[src/design/spgc_pkg.sv]
// Package for the swipe and palm gesture classifier.
// Holds the beat and configuration structs, register indexes, swipe codes and reset values.
// No dependencies.
package spgc_pkg;

  localparam int unsigned ColW   = 10;
  localparam int unsigned AreaW  = 21;
  localparam int unsigned ThrW   = 10;
  localparam int unsigned TrigW  = 4;
  localparam int unsigned RatioW = 8;
  localparam int unsigned HoldW  = 8;
  localparam int unsigned HcntW  = 9;
  localparam int unsigned ScoreW = 5;
  localparam int unsigned CfgIdxW  = 3;
  localparam int unsigned CfgDataW = 21;

  // Register indexes of the configuration port
  typedef enum logic [CfgIdxW-1:0] {
    CFG_SHIFT_THRESHOLD  = 3'd0,
    CFG_TRIGGER_SCORE    = 3'd1,
    CFG_PALM_RATIO_Q4    = 3'd2,
    CFG_PALM_AREA_FLOOR  = 3'd3,
    CFG_PALM_HOLD_FRAMES = 3'd4
  } cfg_idx_e;

  typedef enum logic [1:0] {
    SWIPE_NONE  = 2'd0,
    SWIPE_LEFT  = 2'd1,
    SWIPE_RIGHT = 2'd2
  } swipe_e;

  localparam logic [ThrW-1:0]   RstShiftThreshold = 10'd6;
  localparam logic [TrigW-1:0]  RstTriggerScore   = 4'd4;
  localparam logic [RatioW-1:0] RstPalmRatioQ4    = 8'd40;
  localparam logic [AreaW-1:0]  RstPalmMinArea    = 21'd10000;
  localparam logic [HoldW-1:0]  RstPalmHoldFrames = 8'd30;

  typedef struct packed {
    logic              has_motion;
    logic [ColW-1:0]   left_col;
    logic [ColW-1:0]   right_col;
    logic [AreaW-1:0]  pixel_count;
  } in_t;

  typedef struct packed {
    logic       stop_event;
    logic [1:0] swipe_event;
    logic       palm_now;
  } out_t;

  typedef struct packed {
    logic [ThrW-1:0]   shift_threshold;
    logic [TrigW-1:0]  trigger_score;
    logic [RatioW-1:0] palm_ratio_q4;
    logic [AreaW-1:0]  palm_area_floor;
    logic [HoldW-1:0]  palm_hold_frames;
  } cfg_t;

  typedef struct packed {
    logic                     palm_active;
    logic [HcntW-1:0]         hold_count;
    logic [AreaW-1:0]         last_count;
    logic signed [ScoreW-1:0] score;
    logic                     prev_valid;
    logic [ColW-1:0]          prev_left;
    logic [ColW-1:0]          prev_right;
  } state_t;

endpackage

[src/design/spgc_cfg_regs.sv]
// Configuration register file of the gesture classifier.
// Depends on spgc_pkg.
module spgc_cfg_regs (
  input  logic                            clk_i,
  input  logic                            rst_ni,
  input  logic                            cfg_valid_i,
  input  logic [spgc_pkg::CfgIdxW-1:0]    cfg_index_i,
  input  logic [spgc_pkg::CfgDataW-1:0]   cfg_data_i,
  output spgc_pkg::cfg_t                  cfg_o
);
  import spgc_pkg::*;

  cfg_t cfg_q, cfg_d;

  always_comb begin
    cfg_d = cfg_q;
    if (cfg_valid_i) begin
      case (cfg_index_i)
        CFG_SHIFT_THRESHOLD:  cfg_d.shift_threshold  = cfg_data_i[ThrW-1:0];
        CFG_TRIGGER_SCORE:    cfg_d.trigger_score    = cfg_data_i[TrigW-1:0];
        CFG_PALM_RATIO_Q4:    cfg_d.palm_ratio_q4    = cfg_data_i[RatioW-1:0];
        CFG_PALM_AREA_FLOOR:  cfg_d.palm_area_floor  = cfg_data_i[AreaW-1:0];
        CFG_PALM_HOLD_FRAMES: cfg_d.palm_hold_frames = cfg_data_i[HoldW-1:0];
        default:              cfg_d = cfg_q;  // unmapped index, dropped
      endcase
    end
  end

  always_ff @(posedge clk_i or negedge rst_ni) begin
    if (!rst_ni) begin
      cfg_q.shift_threshold  <= RstShiftThreshold;
      cfg_q.trigger_score    <= RstTriggerScore;
      cfg_q.palm_ratio_q4    <= RstPalmRatioQ4;
      cfg_q.palm_area_floor  <= RstPalmMinArea;
      cfg_q.palm_hold_frames <= RstPalmHoldFrames;
    end else begin
      cfg_q <= cfg_d;
    end
  end

  assign cfg_o = cfg_q;

endmodule

[src/design/spgc_step.sv]
// Per-frame update of the classifier: palm test, hold counter, swipe score.
// Pure combinational; depends on spgc_pkg.
module spgc_step (
  input  spgc_pkg::cfg_t   cfg_i,
  input  spgc_pkg::state_t st_i,
  input  spgc_pkg::in_t    item_i,
  output spgc_pkg::state_t st_o,
  output spgc_pkg::out_t   res_o
);
  import spgc_pkg::*;

  logic [AreaW+3:0]          area_x16;
  logic [RatioW+AreaW-1:0]   ratio_prod;
  logic                      ratio_hit;
  logic                      area_hit;
  logic signed [ColW+1:0]    dmax;
  logic signed [ColW+1:0]    dmin;
  logic signed [ColW+1:0]    thr_s;
  logic signed [ScoreW-1:0]  trig_s;
  logic                      fired;
  logic                      stop;
  swipe_e                    swipe;
  state_t                    st;

  // Q4.4 ratio test as exact integer compare: count*16 > ratio*last
  assign area_x16   = {item_i.pixel_count, 4'b0000};
  assign ratio_prod = cfg_i.palm_ratio_q4 * st_i.last_count;
  assign ratio_hit  = {4'b0000, area_x16} > ratio_prod;
  assign area_hit   = item_i.pixel_count > cfg_i.palm_area_floor;

  assign dmax   = $signed({2'b00, item_i.right_col}) - $signed({2'b00, st_i.prev_right});
  assign dmin   = $signed({2'b00, item_i.left_col}) - $signed({2'b00, st_i.prev_left});
  assign thr_s  = $signed({2'b00, cfg_i.shift_threshold});
  assign trig_s = $signed({1'b0, cfg_i.trigger_score});

  always_comb begin
    st    = st_i;
    stop  = 1'b0;
    swipe = SWIPE_NONE;
    fired = 1'b0;
    if (item_i.has_motion) begin
      if (!st.palm_active && (st.last_count != '0) && ratio_hit && area_hit) begin
        stop           = 1'b1;
        st.palm_active = 1'b1;
        st.hold_count  = '0;
      end
      if (st.palm_active) begin
        st.hold_count = st.hold_count + 1'b1;
        if (st.hold_count > {1'b0, cfg_i.palm_hold_frames}) begin
          st.palm_active = 1'b0;
          st.hold_count  = '0;
        end
      end
      st.last_count = item_i.pixel_count;

      if (!st.palm_active) begin
        if (st.prev_valid) begin
          if (dmax > thr_s) begin
            st.score = (st.score >= 0) ? st.score + 5'sd1 : '0;
          end else if (dmin < -thr_s) begin
            st.score = (st.score <= 0) ? st.score - 5'sd1 : '0;
          end else if (st.score > 0) begin
            st.score = st.score - 5'sd1;
          end else if (st.score < 0) begin
            st.score = st.score + 5'sd1;
          end
          if (st.score >= trig_s) begin
            swipe = SWIPE_LEFT;
            fired = 1'b1;
          end else if (st.score <= -trig_s) begin
            swipe = SWIPE_RIGHT;
            fired = 1'b1;
          end
          if (fired) begin
            st.score      = '0;
            st.prev_valid = 1'b0;
          end
        end
        if (!fired) begin
          st.prev_left  = item_i.left_col;
          st.prev_right = item_i.right_col;
          st.prev_valid = 1'b1;
        end
      end else begin
        // palm held: score frozen, edges tracked
        st.prev_left  = item_i.left_col;
        st.prev_right = item_i.right_col;
        st.prev_valid = 1'b1;
      end
    end else if (!st.palm_active) begin
      st.score = '0;
    end
  end

  assign st_o              = st;
  assign res_o.stop_event  = stop;
  assign res_o.swipe_event = swipe;
  assign res_o.palm_now    = st.palm_active;

endmodule

[src/design/swipe_and_palm_gesture_classifier.sv]
// Top level of the swipe and palm gesture classifier.
// Depends on spgc_pkg, spgc_cfg_regs and spgc_step.
//
// One input beat per video frame gives the motion flag, the mask's edge columns and its
// pixel count; exactly one result beat comes back per input beat, in order. A beat lands
// in an input register, the frame update (one 8x21 multiply for the Q4.4 palm ratio plus
// compares and a small score adder) runs between that register and the result register,
// and the classifier state is written as the beat moves into the result register. The
// result is registered in the result register, behind the input register; throughput is one
// beat per cycle while the result side keeps out_ready_i high, and one new beat is taken into
// the input register while a finished result waits for out_ready_i. Configuration writes
// are always accepted (cfg_ready_o is tied high) and take effect on the next cycle; write
// them only while no frame is in flight. Writes to unmapped indexes are dropped.
module swipe_and_palm_gesture_classifier (
  input  logic                           clk_i,
  input  logic                           rst_ni,
  // frame beats in
  input  logic                           in_valid_i,
  output logic                           in_ready_o,
  input  spgc_pkg::in_t                  in_data_i,
  // result beats out
  output logic                           out_valid_o,
  input  logic                           out_ready_i,
  output spgc_pkg::out_t                 out_data_o,
  // configuration writes
  input  logic                           cfg_valid_i,
  output logic                           cfg_ready_o,
  input  logic [spgc_pkg::CfgIdxW-1:0]   cfg_index_i,
  input  logic [spgc_pkg::CfgDataW-1:0]  cfg_data_i
);
  import spgc_pkg::*;

  cfg_t   cfg;
  state_t st_q, st_d;
  out_t   res_d;
  logic   in_valid_q;
  in_t    in_data_q;
  logic   out_valid_q;
  out_t   out_data_q;
  logic   advance;

  spgc_cfg_regs u_cfg (
    .clk_i       (clk_i),
    .rst_ni      (rst_ni),
    .cfg_valid_i (cfg_valid_i),
    .cfg_index_i (cfg_index_i),
    .cfg_data_i  (cfg_data_i),
    .cfg_o       (cfg)
  );

  spgc_step u_step (
    .cfg_i  (cfg),
    .st_i   (st_q),
    .item_i (in_data_q),
    .st_o   (st_d),
    .res_o  (res_d)
  );

  assign cfg_ready_o = 1'b1;

  // beat moves from the input register into the result register
  assign advance    = in_valid_q && (!out_valid_q || out_ready_i);
  assign in_ready_o = !in_valid_q || advance;

  always_ff @(posedge clk_i or negedge rst_ni) begin
    if (!rst_ni) begin
      in_valid_q  <= 1'b0;
      out_valid_q <= 1'b0;
      st_q        <= '0;
    end else begin
      if (in_ready_o) begin
        in_valid_q <= in_valid_i;
      end
      if (advance) begin
        out_valid_q <= 1'b1;
        st_q        <= st_d;
      end else if (out_ready_i) begin
        out_valid_q <= 1'b0;
      end
    end
  end

  // payload registers, no reset
  always_ff @(posedge clk_i) begin
    if (in_valid_i && in_ready_o) begin
      in_data_q <= in_data_i;
    end
    if (advance) begin
      out_data_q <= res_d;
    end
  end

  assign out_valid_o = out_valid_q;
  assign out_data_o  = out_data_q;

endmodule
[config.mk]
export PLATFORM = sky130hd
export DESIGN_NAME = swipe_and_palm_gesture_classifier
export DESIGN_NICKNAME = d
export VERILOG_FILES = /design/src/design/spgc_pkg.sv /design/src/design/spgc_cfg_regs.sv /design/src/design/spgc_step.sv /design/src/design/swipe_and_palm_gesture_classifier.sv
export SDC_FILE = /design/constraint.sdc
export NUM_CORES = 1
export LEC_CHECK = 0
export ABC_AREA = 1
export BUFFER_PORTS_ARGS = -buffer_cell sky130_fd_sc_hd__buf_2
export CORE_MARGIN = 2
export CORE_UTILIZATION = 35
export DETAILED_ROUTE_END_ITERATION = 16
export HOLD_SLACK_MARGIN = 0.03
export MAX_ROUTING_LAYER = met4
export SETUP_SLACK_MARGIN = 0.15
export SLEW_MARGIN = 20
export SYNTH_ARGS = -nofsm -noshare
export SYNTH_HDL_FRONTEND = slang
export SYNTH_SLANG_ARGS = --single-unit
export TNS_END_PERCENT = 50
[constraint.sdc]
create_clock -name clk_i -period 12.65 [get_ports clk_i]
set_input_delay 1.8975 -clock clk_i [delete_from_list [all_inputs] [get_ports clk_i]]
set_output_delay 1.8975 -clock clk_i [all_outputs]
set_load 0.01 [all_outputs]
==> results by group, run 1 <==
STA
  • Final hold violations: 0
  • Setup ws final: 3290 ps
  • Max Clock Freq: 107 MHz
  • Final Max Tran Viols: 0
  • Min Tclk post-route: 9360 ps
  • Final period util: 74.0%
  • Final setup viols: 0
  • RSZ-0062 raised after global routing: no
  • Slew @ Worst Pin: 968 ps
  • Fin Clk Skew: 11.6 ps
  • Rel. slew slack: 35.4%
  • Sum of negative setup slack: 0 ps

Clocking
  • Clock sink count: 156
  • Clk_lat worst skew: 450 ps
  • Clock Root Buffer: clkbuf_16
  • Post-CTS Setup Bufs: 0
  • H-tree depth: 4
  • CTS Hold Bufs: 0
  • CTS tree: yes
  • PostCTS Resize Cnt: 0
  • CTS clk-pin slew, worst paths: 70 ps
  • CTS Buf Count: 17
  • Largest buffer count on any clock path: 2

Cells and area
  • Layout cells sized above 1: 7.85%
  • Layout filler cell count: 4531
  • Multi-input logic area: 9010 sq um
  • FF/Latch Area: 4150 sq um
  • # diodes: 0
  • Nets: 2367
  • Area grow syn2layout: 9.64%

Synthesis
  • Synth cell count leaders: nand2_1, inv_1, ha_1
  • Yosys warns: 0
  • Post-synthesis cell area: 15200 sq um
  • Cells after synthesis: 1987
  • Top-count cell post-synth: nand2_1
  • Mapped Nets: 2329
  • Post-synth EDFFs: 46
  • Syn Area/Cell: 7.67 sq um
  • Sequential share of the synthesized area: 27.3%
  • Netlist cell types: 48
  • Top FF cell, synth: dfrtp_1
  • Cell taking the most area after synthesis: dfrtp_1
  • Flops & latches, synth: 156
  • Yosys top cell area share: 15.8%
  • Async SR Flop Fraction: 70.5%
  • Synth top area cells: dfrtp_1, fa_1, nand2_1, ha_1, inv_1

Setup path
  • Crit-path max cell delay: 920 ps
  • CP most frequent cell: nand2_1
  • Worst R2R Setup Slack: 3290 ps
  • RR Endpoint: st_q[4]$_DFFE_PN0P_
  • Critical path type: flip-flop to flip-flop
  • Critical Path End Type: flip-flop
  • Worst reg2reg path depth: 47
  • Crit-path max FO: 22
  • FF-to-FF Start: u_cfg.cfg_o[33]$_DFFE_PN0P_
  • CP arrival: 9690 ps
  • Slowest library cell on the worst path: dfrtp_1
  • Critical path required time: 12980 ps
  • Worst Setup Start Kind: flip-flop

Die
  • Core ar.: 43000 sq um
  • Die height: 213 um
  • Die width: 213 um
  • Effective utilization at floorplan: 35.4%
  • IO Pins: 78
  • Row count: 76
  • Die ar.: 45200 sq um

Routing
  • Vias per cell: 4.68
  • Via count: 12265
  • First DRT Iteration DRCs: 733
  • Wire length per cell: 14.5 um
  • Drc violations: 0
  • Post-route ant nets: 0
  • Drt total wl: 38.0 mm
  • DRT Pass-1 Iters: 6

Global route
  • Largest net degree at the start of global routing: 69
  • Tot GR Track Use: 18.4%
  • Grt total ovfl: 0
  • First-pass GRT wire length: 63.6 mm
  • Initial antenna violation count: 0
  • Number of global-route vias before repair: 12395

Hold path
  • Min-delay src: st_q[5]$_DFFE_PN0P_
  • WHS Endpoint: st_q[5]$_DFFE_PN0P_
  • Hold/Removal Path Class: flip-flop to flip-flop
  • Hold Path Cell Cnt: 2

Placement
  • Input/output buffers: 76
  • Routability congestion estimate: 0.895
  • Pre-CTS WS: 3360 ps
  • DPL Wire Length: 30.5 mm

Job
  • Max Cap Violations: 0

Outcome
  • Status: complete, no violations
-- final cells by class --
class	instances	area share (%)
clock buffer	22	2.85
clock inverter	10	0.757
inverter	481	10.8
multi-input combinational	1291	54.0
sequential	156	24.9
tap	585	4.38
timing repair buffer	78	2.38
-- through the flow --
step / utilization [%] / cell area [sq um] / hold slack [ps] / cells
final: 38.9 / 16700 / 473 / 2623
after global routing: 38.9 / 16700 / 503 / 2623
after global placement: 37.5 / 16100 / 455 / 2591
after floorplan: - / 15200 / 442 / 1987
after detailed placement: 37.5 / 16100 / 459 / 2591
after CTS: 38.9 / 16700 / 474 / 2623
-- sequential cells by signal, summed over array words and instances (netlist names) --
signal / count
u_cfg.cfg_o: 51
out_data_o: 4
in_valid_q: 1
out_valid_o: 1
st_q: 57
in_data_q: 42
-- worst max-delay path, delay by kind of cell, from the launching register on --
family | cells | cell delay, ps
xor+xnor | 1 | 190
compound gates | 7 | 1120
buf+inv | 7 | 450
simple gates | 24 | 3380
fa+ha+maj | 8 | 3160
flops | 1 | 920
-- kinds of logic after synthesis --
| group | after synthesis | synth area share (%) |
|---|---|---|
| simple gates | 756 | 20.6 |
| buf+inv | 540 | 13.7 |
| fa+ha+maj | 271 | 28.0 |
| compound gates | 208 | 7.30 |
| flops | 156 | 27.3 |
| xor+xnor | 55 | 3.16 |
| other cells | 1 | 0.0246 |
-- layer usage --
metal	global-route usage, %	part of all wire [%]	vias to the layer above
met5	-	0	-
met4	4.56	1.4	0
met3	2.19	4.2	34
met2	29.2	46	249
met1	25.1	48	5870
li1	-	-	6112
-- cells in the final DEF (no fill, tap or decap), types with 71 or more instances in the layout --
cell type | synthesis | routed
o21ai_0 | 95 | 95
dfrtp_1 | 96 | 96
nand2_1 | 525 | 525
inv_1 | 477 | 476
a21oi_1 | 83 | 83
buf_2 | 22 | 75
fa_1 | 116 | 116
nor2_1 | 94 | 93
nand3_1 | 72 | 71
ha_1 | 155 | 155
-- worst max-delay path by stage --
stage	from	end	slack (ps)
CTS	u_cfg.cfg_o[36]$_DFFE_PN0P_	st_q[4]$_DFFE_PN0P_	3290
detailed placement	u_cfg.cfg_o[36]$_DFFE_PN0P_	st_q[12]$_DFFE_PN0P_	3360
floorplan	u_cfg.cfg_o[34]$_DFFE_PN1P_	st_q[10]$_DFFE_PN0P_	4900
finish	u_cfg.cfg_o[33]$_DFFE_PN0P_	st_q[4]$_DFFE_PN0P_	3290
global route	u_cfg.cfg_o[33]$_DFFE_PN0P_	st_q[3]$_DFFE_PN0P_	2530
global placement	u_cfg.cfg_o[36]$_DFFE_PN0P_	st_q[2]$_DFFE_PN0P_	3500
Power of run 1 is left out: the tool's default activity adds up to more than one toggle a clock period on the data nets, which glitch-free logic cannot reach.
==> run 2, diff against run 1 <==
--- a/config.mk
+++ b/config.mk
@@ -5,7 +5,7 @@
 export SDC_FILE = /design/constraint.sdc
 export NUM_CORES = 1
 export LEC_CHECK = 0
-export ABC_AREA = 1
+export ABC_AREA = 0
 export BUFFER_PORTS_ARGS = -buffer_cell sky130_fd_sc_hd__buf_2
 export CORE_MARGIN = 2
 export CORE_UTILIZATION = 35
==> constraint.sdc (replaced) <==
create_clock -name clk_i -period 8.9 [get_ports clk_i]
set_input_delay 1.335 -clock clk_i [delete_from_list [all_inputs] [get_ports clk_i]]
set_output_delay 1.335 -clock clk_i [all_outputs]
set_load 0.01 [all_outputs]
==> results by group, run 2 <==
Outcome
  • Status: complete, no violations

Placement
  • Routability congestion estimate: 0.889
  • Input/output buffers: 76
  • Pre-CTS WS: 27.1 ps
  • DPL Wire Length: 29.8 mm

Setup path
  • Crit-path max FO: 21
  • Crit-path max cell delay: 670 ps
  • Worst Setup Start Kind: flip-flop
  • Critical path type: flip-flop to flip-flop
  • Critical path required time: 9240 ps
  • Critical Path End Type: flip-flop
  • CP most frequent cell: fa_1
  • CP arrival: 9180 ps
  • Slowest library cell on the worst path: dfstp_2

Routing
  • Via count: 11234
  • Post-route ant nets: 0
  • Wire length per cell: 16.9 um
  • Vias per cell: 5.04
  • First DRT Iteration DRCs: 512
  • Drt total wl: 37.6 mm
  • Drc violations: 0
  • DRT Pass-1 Iters: 4

Global route
  • Number of global-route vias before repair: 11687
  • Largest net degree at the start of global routing: 69
  • GR Util met1: 24.3%
  • Initial antenna violation count: 6
  • Met3 Usage GRT: 1.86%
  • Tot GR Track Use: 18.4%
  • Grt total ovfl: 0
  • Gr busiest metal: met2
  • First-pass GRT wire length: 61.8 mm
  • M2 GR Usage: 29.8%

Cells and area
  • Layout cells sized above 1: 18.0%
  • Most flop-heavy register: st_q
  • Commonest cells after routing, fill and taps aside: inv_1, nand2_1, ha_1
  • Nets: 2017
  • Commonest non-fill, non-tap cell in the layout: inv_1
  • Area grow syn2layout: 16.0%
  • Max reg flops: 57
  • Post-Route Utilization: 41.0%

Synthesis
  • Async SR Flop Fraction: 70.5%
  • Synth cell count leaders: inv_1, nand2_1, ha_1
  • Post-synthesis cell area: 14800 sq um
  • Top FF cell, synth: dfrtp_1
  • Yosys warns: 0
  • Cells after synthesis: 1561
  • Top-count cell post-synth: inv_1
  • Synth top area cells: dfrtp_1, fa_1, ha_1, edfxtp_1, inv_1
  • Yosys top cell area share: 16.3%
  • Mapped Nets: 1903
  • Syn Area/Cell: 9.46 sq um
  • Sequential share of the synthesized area: 28.1%
  • Post-synth EDFFs: 46
  • Netlist cell types: 75
  • Cell taking the most area after synthesis: dfrtp_1
  • Flops & latches, synth: 156

Clocking
  • CTS Hold Bufs: 0
  • Largest buffer count on any clock path: 2
  • Clk_lat worst skew: 450 ps
  • CTS Buf Count: 17
  • H-tree depth: 4
  • Clock sink count: 156
  • CTS clk-pin slew, worst paths: 70 ps
  • Clock Root Buffer: clkbuf_16
  • CTS tree: yes

STA
  • Final setup viols: 0
  • Final Max Tran Viols: 0
  • Sum of negative setup slack: 0 ps
  • Final hold violations: 0
  • Rel. slew slack: 36.7%
  • Final period util: 99.2%
  • Slew @ Worst Pin: 940 ps
  • Min Tclk post-route: 8830 ps
  • Fin Clk Skew: 14.6 ps
  • Setup ws final: 66.9 ps
  • RSZ-0062 raised after global routing: yes
  • Max Clock Freq: 113 MHz

Die
  • Die width: 209 um
  • Die ar.: 43800 sq um
  • IO Pins: 78
  • Effective utilization at floorplan: 35.3%
  • Core ar.: 41800 sq um
  • Row count: 75
  • Die height: 209 um

Hold path
  • Hold/Removal Path Class: flip-flop to flip-flop

Job
  • Max Cap Violations: 0
run 2: cell count changes after synthesis, moves of 16 or more:
cell	previous run	this run
nand2_1	525	188
inv_1	477	230
and2_1	0	130
nand3_1	72	20
nor2_1	94	53
mux2_2	0	35
a21oi_1	83	53
o21ai_0	95	71
buf_2	22	0
mux2_4	0	20
xor2_1	38	18
clkbuf_1	30	46
xnor2_1	17	33
run 2: logic make-up (layout without fill, tap and decap cells):
group / count (synthesis) / after routing / synth area share [%]
compound gates: 248 / 248 / 11.0
mux: 55 / 55 / 4.70
buf+inv: 283 / 410 / 7.35
flops: 156 / 156 / 28.1
xor+xnor: 51 / 51 / 3.03
simple gates: 496 / 496 / 16.9
other cells: 1 / 3 / 0.0254
fa+ha+maj: 271 / 271 / 28.9
run 2: worst paths after layout:
check | start | endpoint | cells past startpoint | slack (ps)
setup / recovery | u_cfg.cfg_o[32]$_DFFE_PN1P_ | st_q[9]$_DFFE_PN0P_ | 39 | 70
hold / removal | in_valid_q$_DFFE_PN0N_ | out_valid_o$_DFFE_PN0P_ | 1 | 500
setup reg to reg | u_cfg.cfg_o[32]$_DFFE_PN1P_ | st_q[9]$_DFFE_PN0P_ | 39 | 70
hold reg to reg | in_valid_q$_DFFE_PN0N_ | out_valid_o$_DFFE_PN0P_ | 1 | 500
max in group asynchronous | rst_ni | st_q[34]$_DFFE_PN0P_ | 2 | 6640
min in group asynchronous | rst_ni | st_q[4]$_DFFE_PN0P_ | 1 | 860
run 2: what timing repair did:
item,CTS,global route
pin swaps,0,27
gates resized for setup,12,53
buffers inserted,4,15
endpoints found under the setup margin,33,38
cloned,0,1
run 2: through the flow:
step                instances  area, sq um  hold WS, ps
finish                   2229        17100          500
floorplan                1561        14800          457
global route             2229        17100          514
CTS                      2211        16700          500
detailed placement       2175        16000          485
global placement         2175        16000          486
run 2: critical path: cells and delay by family, from the launching register on:
family          cells  cell delay, ps
fa+ha+maj           8            3220
simple gates       15            2010
compound gates      7            1320
buf+inv             6             820
flops               1             670
mux                 1             350
xor+xnor            2             320
run 2: per-layer routing:
layer	share of wire [%]	vias to the layer above	wire length, um
li1	-	5440	-
met2	49	191	18200
met5	0	-	0
met1	46	5558	17500
met4	2.0	0	769
met3	2.9	45	1100
run 2: cell type report:
cell class	count	area (sq um)
Sequential cell	156	4160
Timing Repair Buffer	148	1000
Tap cell	539	674
Antenna cell	2	5.00
Fill cell	4038	24600
Clock buffer	18	439
Clock inverter	14	184
Inverter	230	863
Multi-Input combinational cell	1122	9800
Power of run 2 is left out for the same reason.
==> run 3, diff against run 2 <==
--- a/config.mk
+++ b/config.mk
@@ -7,7 +7,6 @@
 export LEC_CHECK = 0
 export ABC_AREA = 0
 export BUFFER_PORTS_ARGS = -buffer_cell sky130_fd_sc_hd__buf_2
-export CORE_MARGIN = 2
 export CORE_UTILIZATION = 35
 export DETAILED_ROUTE_END_ITERATION = 16
 export HOLD_SLACK_MARGIN = 0.03
==> results by group, run 3 (synthesis results as in run 2) <==
Hold path
  • Hold/Removal Path Class: flip-flop to flip-flop

Cells and area
  • Area grow syn2layout: 16.6%
  • Commonest non-fill, non-tap cell in the layout: inv_1
  • Layout Cells excl Fill: 2219
  • # diodes: 0
  • Max reg flops: 57
  • Layout cells sized above 1: 19.6%
  • Commonest cells after routing, fill and taps aside: inv_1, nand2_1, ha_1
  • Layout filler cell count: 3958
  • Nets: 2016
  • Most flop-heavy register: st_q

STA
  • Final hold violations: 0
  • Slew @ Worst Pin: 930 ps
  • Rel. slew slack: 38.0%
  • RSZ-0062 raised after global routing: yes
  • Final period util: 98.0%
  • Fin Clk Skew: 11.6 ps
  • Sum of negative setup slack: 0 ps
  • Final Max Tran Viols: 0
  • Final hold slack: 501 ps
  • Final setup viols: 0
  • Min Tclk post-route: 8720 ps
  • Max Clock Freq: 115 MHz

Routing
  • DRT Pass-1 Iters: 5
  • Wire length per cell: 17.0 um
  • Drc violations: 0
  • Post-route ant nets: 0
  • First DRT Iteration DRCs: 490
  • Drt total wl: 37.7 mm
  • Via count: 11267
  • Vias per cell: 5.08

Die
  • Die height: 207 um
  • Die width: 207 um
  • Core ar.: 41200 sq um
  • Effective utilization at floorplan: 35.8%
  • IO Pins: 78
  • Die ar.: 43000 sq um
  • Row count: 74

Placement
  • Input/output buffers: 76
  • Post-placement cell count: 2160
  • DPL Wire Length: 29.7 mm
  • Routability congestion estimate: 0.931

Clocking
  • Clock sink count: 156
  • Clock Root Buffer: clkbuf_16
  • Largest buffer count on any clock path: 2
  • H-tree depth: 4
  • CTS Hold Bufs: 0
  • CTS Buf Count: 17
  • Clk_lat worst skew: 450 ps
  • CTS clk-pin slew, worst paths: 70 ps
  • CTS tree: yes

Setup path
  • Critical path required time: 9240 ps
  • CP arrival: 9070 ps
  • Worst Setup Start Kind: flip-flop
  • Critical path type: flip-flop to flip-flop
  • Crit-path max FO: 21
  • Slowest library cell on the worst path: dfstp_2
  • Critical Path End Type: flip-flop
  • CP most frequent cell: fa_1
  • Crit-path max cell delay: 630 ps

Global route
  • Tot GR Track Use: 18.6%
  • First-pass GRT wire length: 61.4 mm
  • Largest net degree at the start of global routing: 69
  • Grt total ovfl: 0
  • Number of global-route vias before repair: 11631
  • Initial antenna violation count: 0

Outcome
  • Status: complete, no violations

Job
  • Max Cap Violations: 0
==> run 3: cell types whose count changed in the layout (fill, tap and decap cells not counted), moves of 3 or more <==
cell	change
nand2_1	-3
nand2_2	+3
ha_1	-4
ha_4	+6
==> run 3: area by class of cell <==
class | instances | area (sq um) | share of cell area [%]
Clock buffer | 17 | 425 | 2.47
Clock inverter | 15 | 153 | 0.887
Inverter | 230 | 863 | 5.01
Multi-Input combinational cell | 1122 | 9970 | 57.9
Sequential cell | 156 | 4160 | 24.2
Tap cell | 532 | 666 | 3.87
Timing Repair Buffer | 147 | 983 | 5.71
==> run 3: through the flow <==
stage               area [sq um]  setup slack, ps  utilization (%)
finish                     17200              176             41.8
CTS                        16700              151             40.4
global placement           16000              148             38.7
global route               17200             -213             41.8
floorplan                  14800              159                -
detailed placement         16000             57.3             38.7
==> run 3: final timing paths <==
path	from	endpoint	slack [ps]	cells after the start
worst min register to register	in_valid_q$_DFFE_PN0N_	out_valid_o$_DFFE_PN0P_	500	1
worst min-delay path	in_valid_q$_DFFE_PN0N_	out_valid_o$_DFFE_PN0P_	500	1
worst max-delay path	u_cfg.cfg_o[34]$_DFFE_PN1P_	st_q[9]$_DFFE_PN0P_	180	37
max in group asynchronous	rst_ni	st_q[26]$_DFFE_PN0P_	6610	2
worst max register to register	u_cfg.cfg_o[34]$_DFFE_PN1P_	st_q[9]$_DFFE_PN0P_	180	37
min in group asynchronous	rst_ni	st_q[6]$_DFFE_PN0P_	870	1
==> run 3: critical path, delay by kind of cell, from the launching register on <==
kind                       cells  cell delay (ps)
and+or+nand+nor               12             1830
xor gates and xnor gates       2              260
DFF                            1              630
buffers and inverters          3              350
AOI/OAI and AO/OA             11             1980
adders and majority gates      8             3180
muxes                          1              350
==> run 3: routing by layer <==
metal  global-route usage, %  vias up  part of all wire [%]
met5                       -        -                     0
met4                    5.30        0                   2.2
met3                    3.06       54                   3.7
met2                    29.9      235                    49
met1                    24.0     5559                    46
li1                        -     5419                     -
==> run 3: what timing repair did <==
action | 4_1_cts | 5_1_grt
gates cloned | 0 | 2
setup buffers | 7 | 18
endpoints found under the hold margin | 0 | 0
pin swaps | 3 | 52
endpoints found under the setup margin | 32 | 38
resized for setup | 22 | 80
Power of run 3 is left out for the same reason.
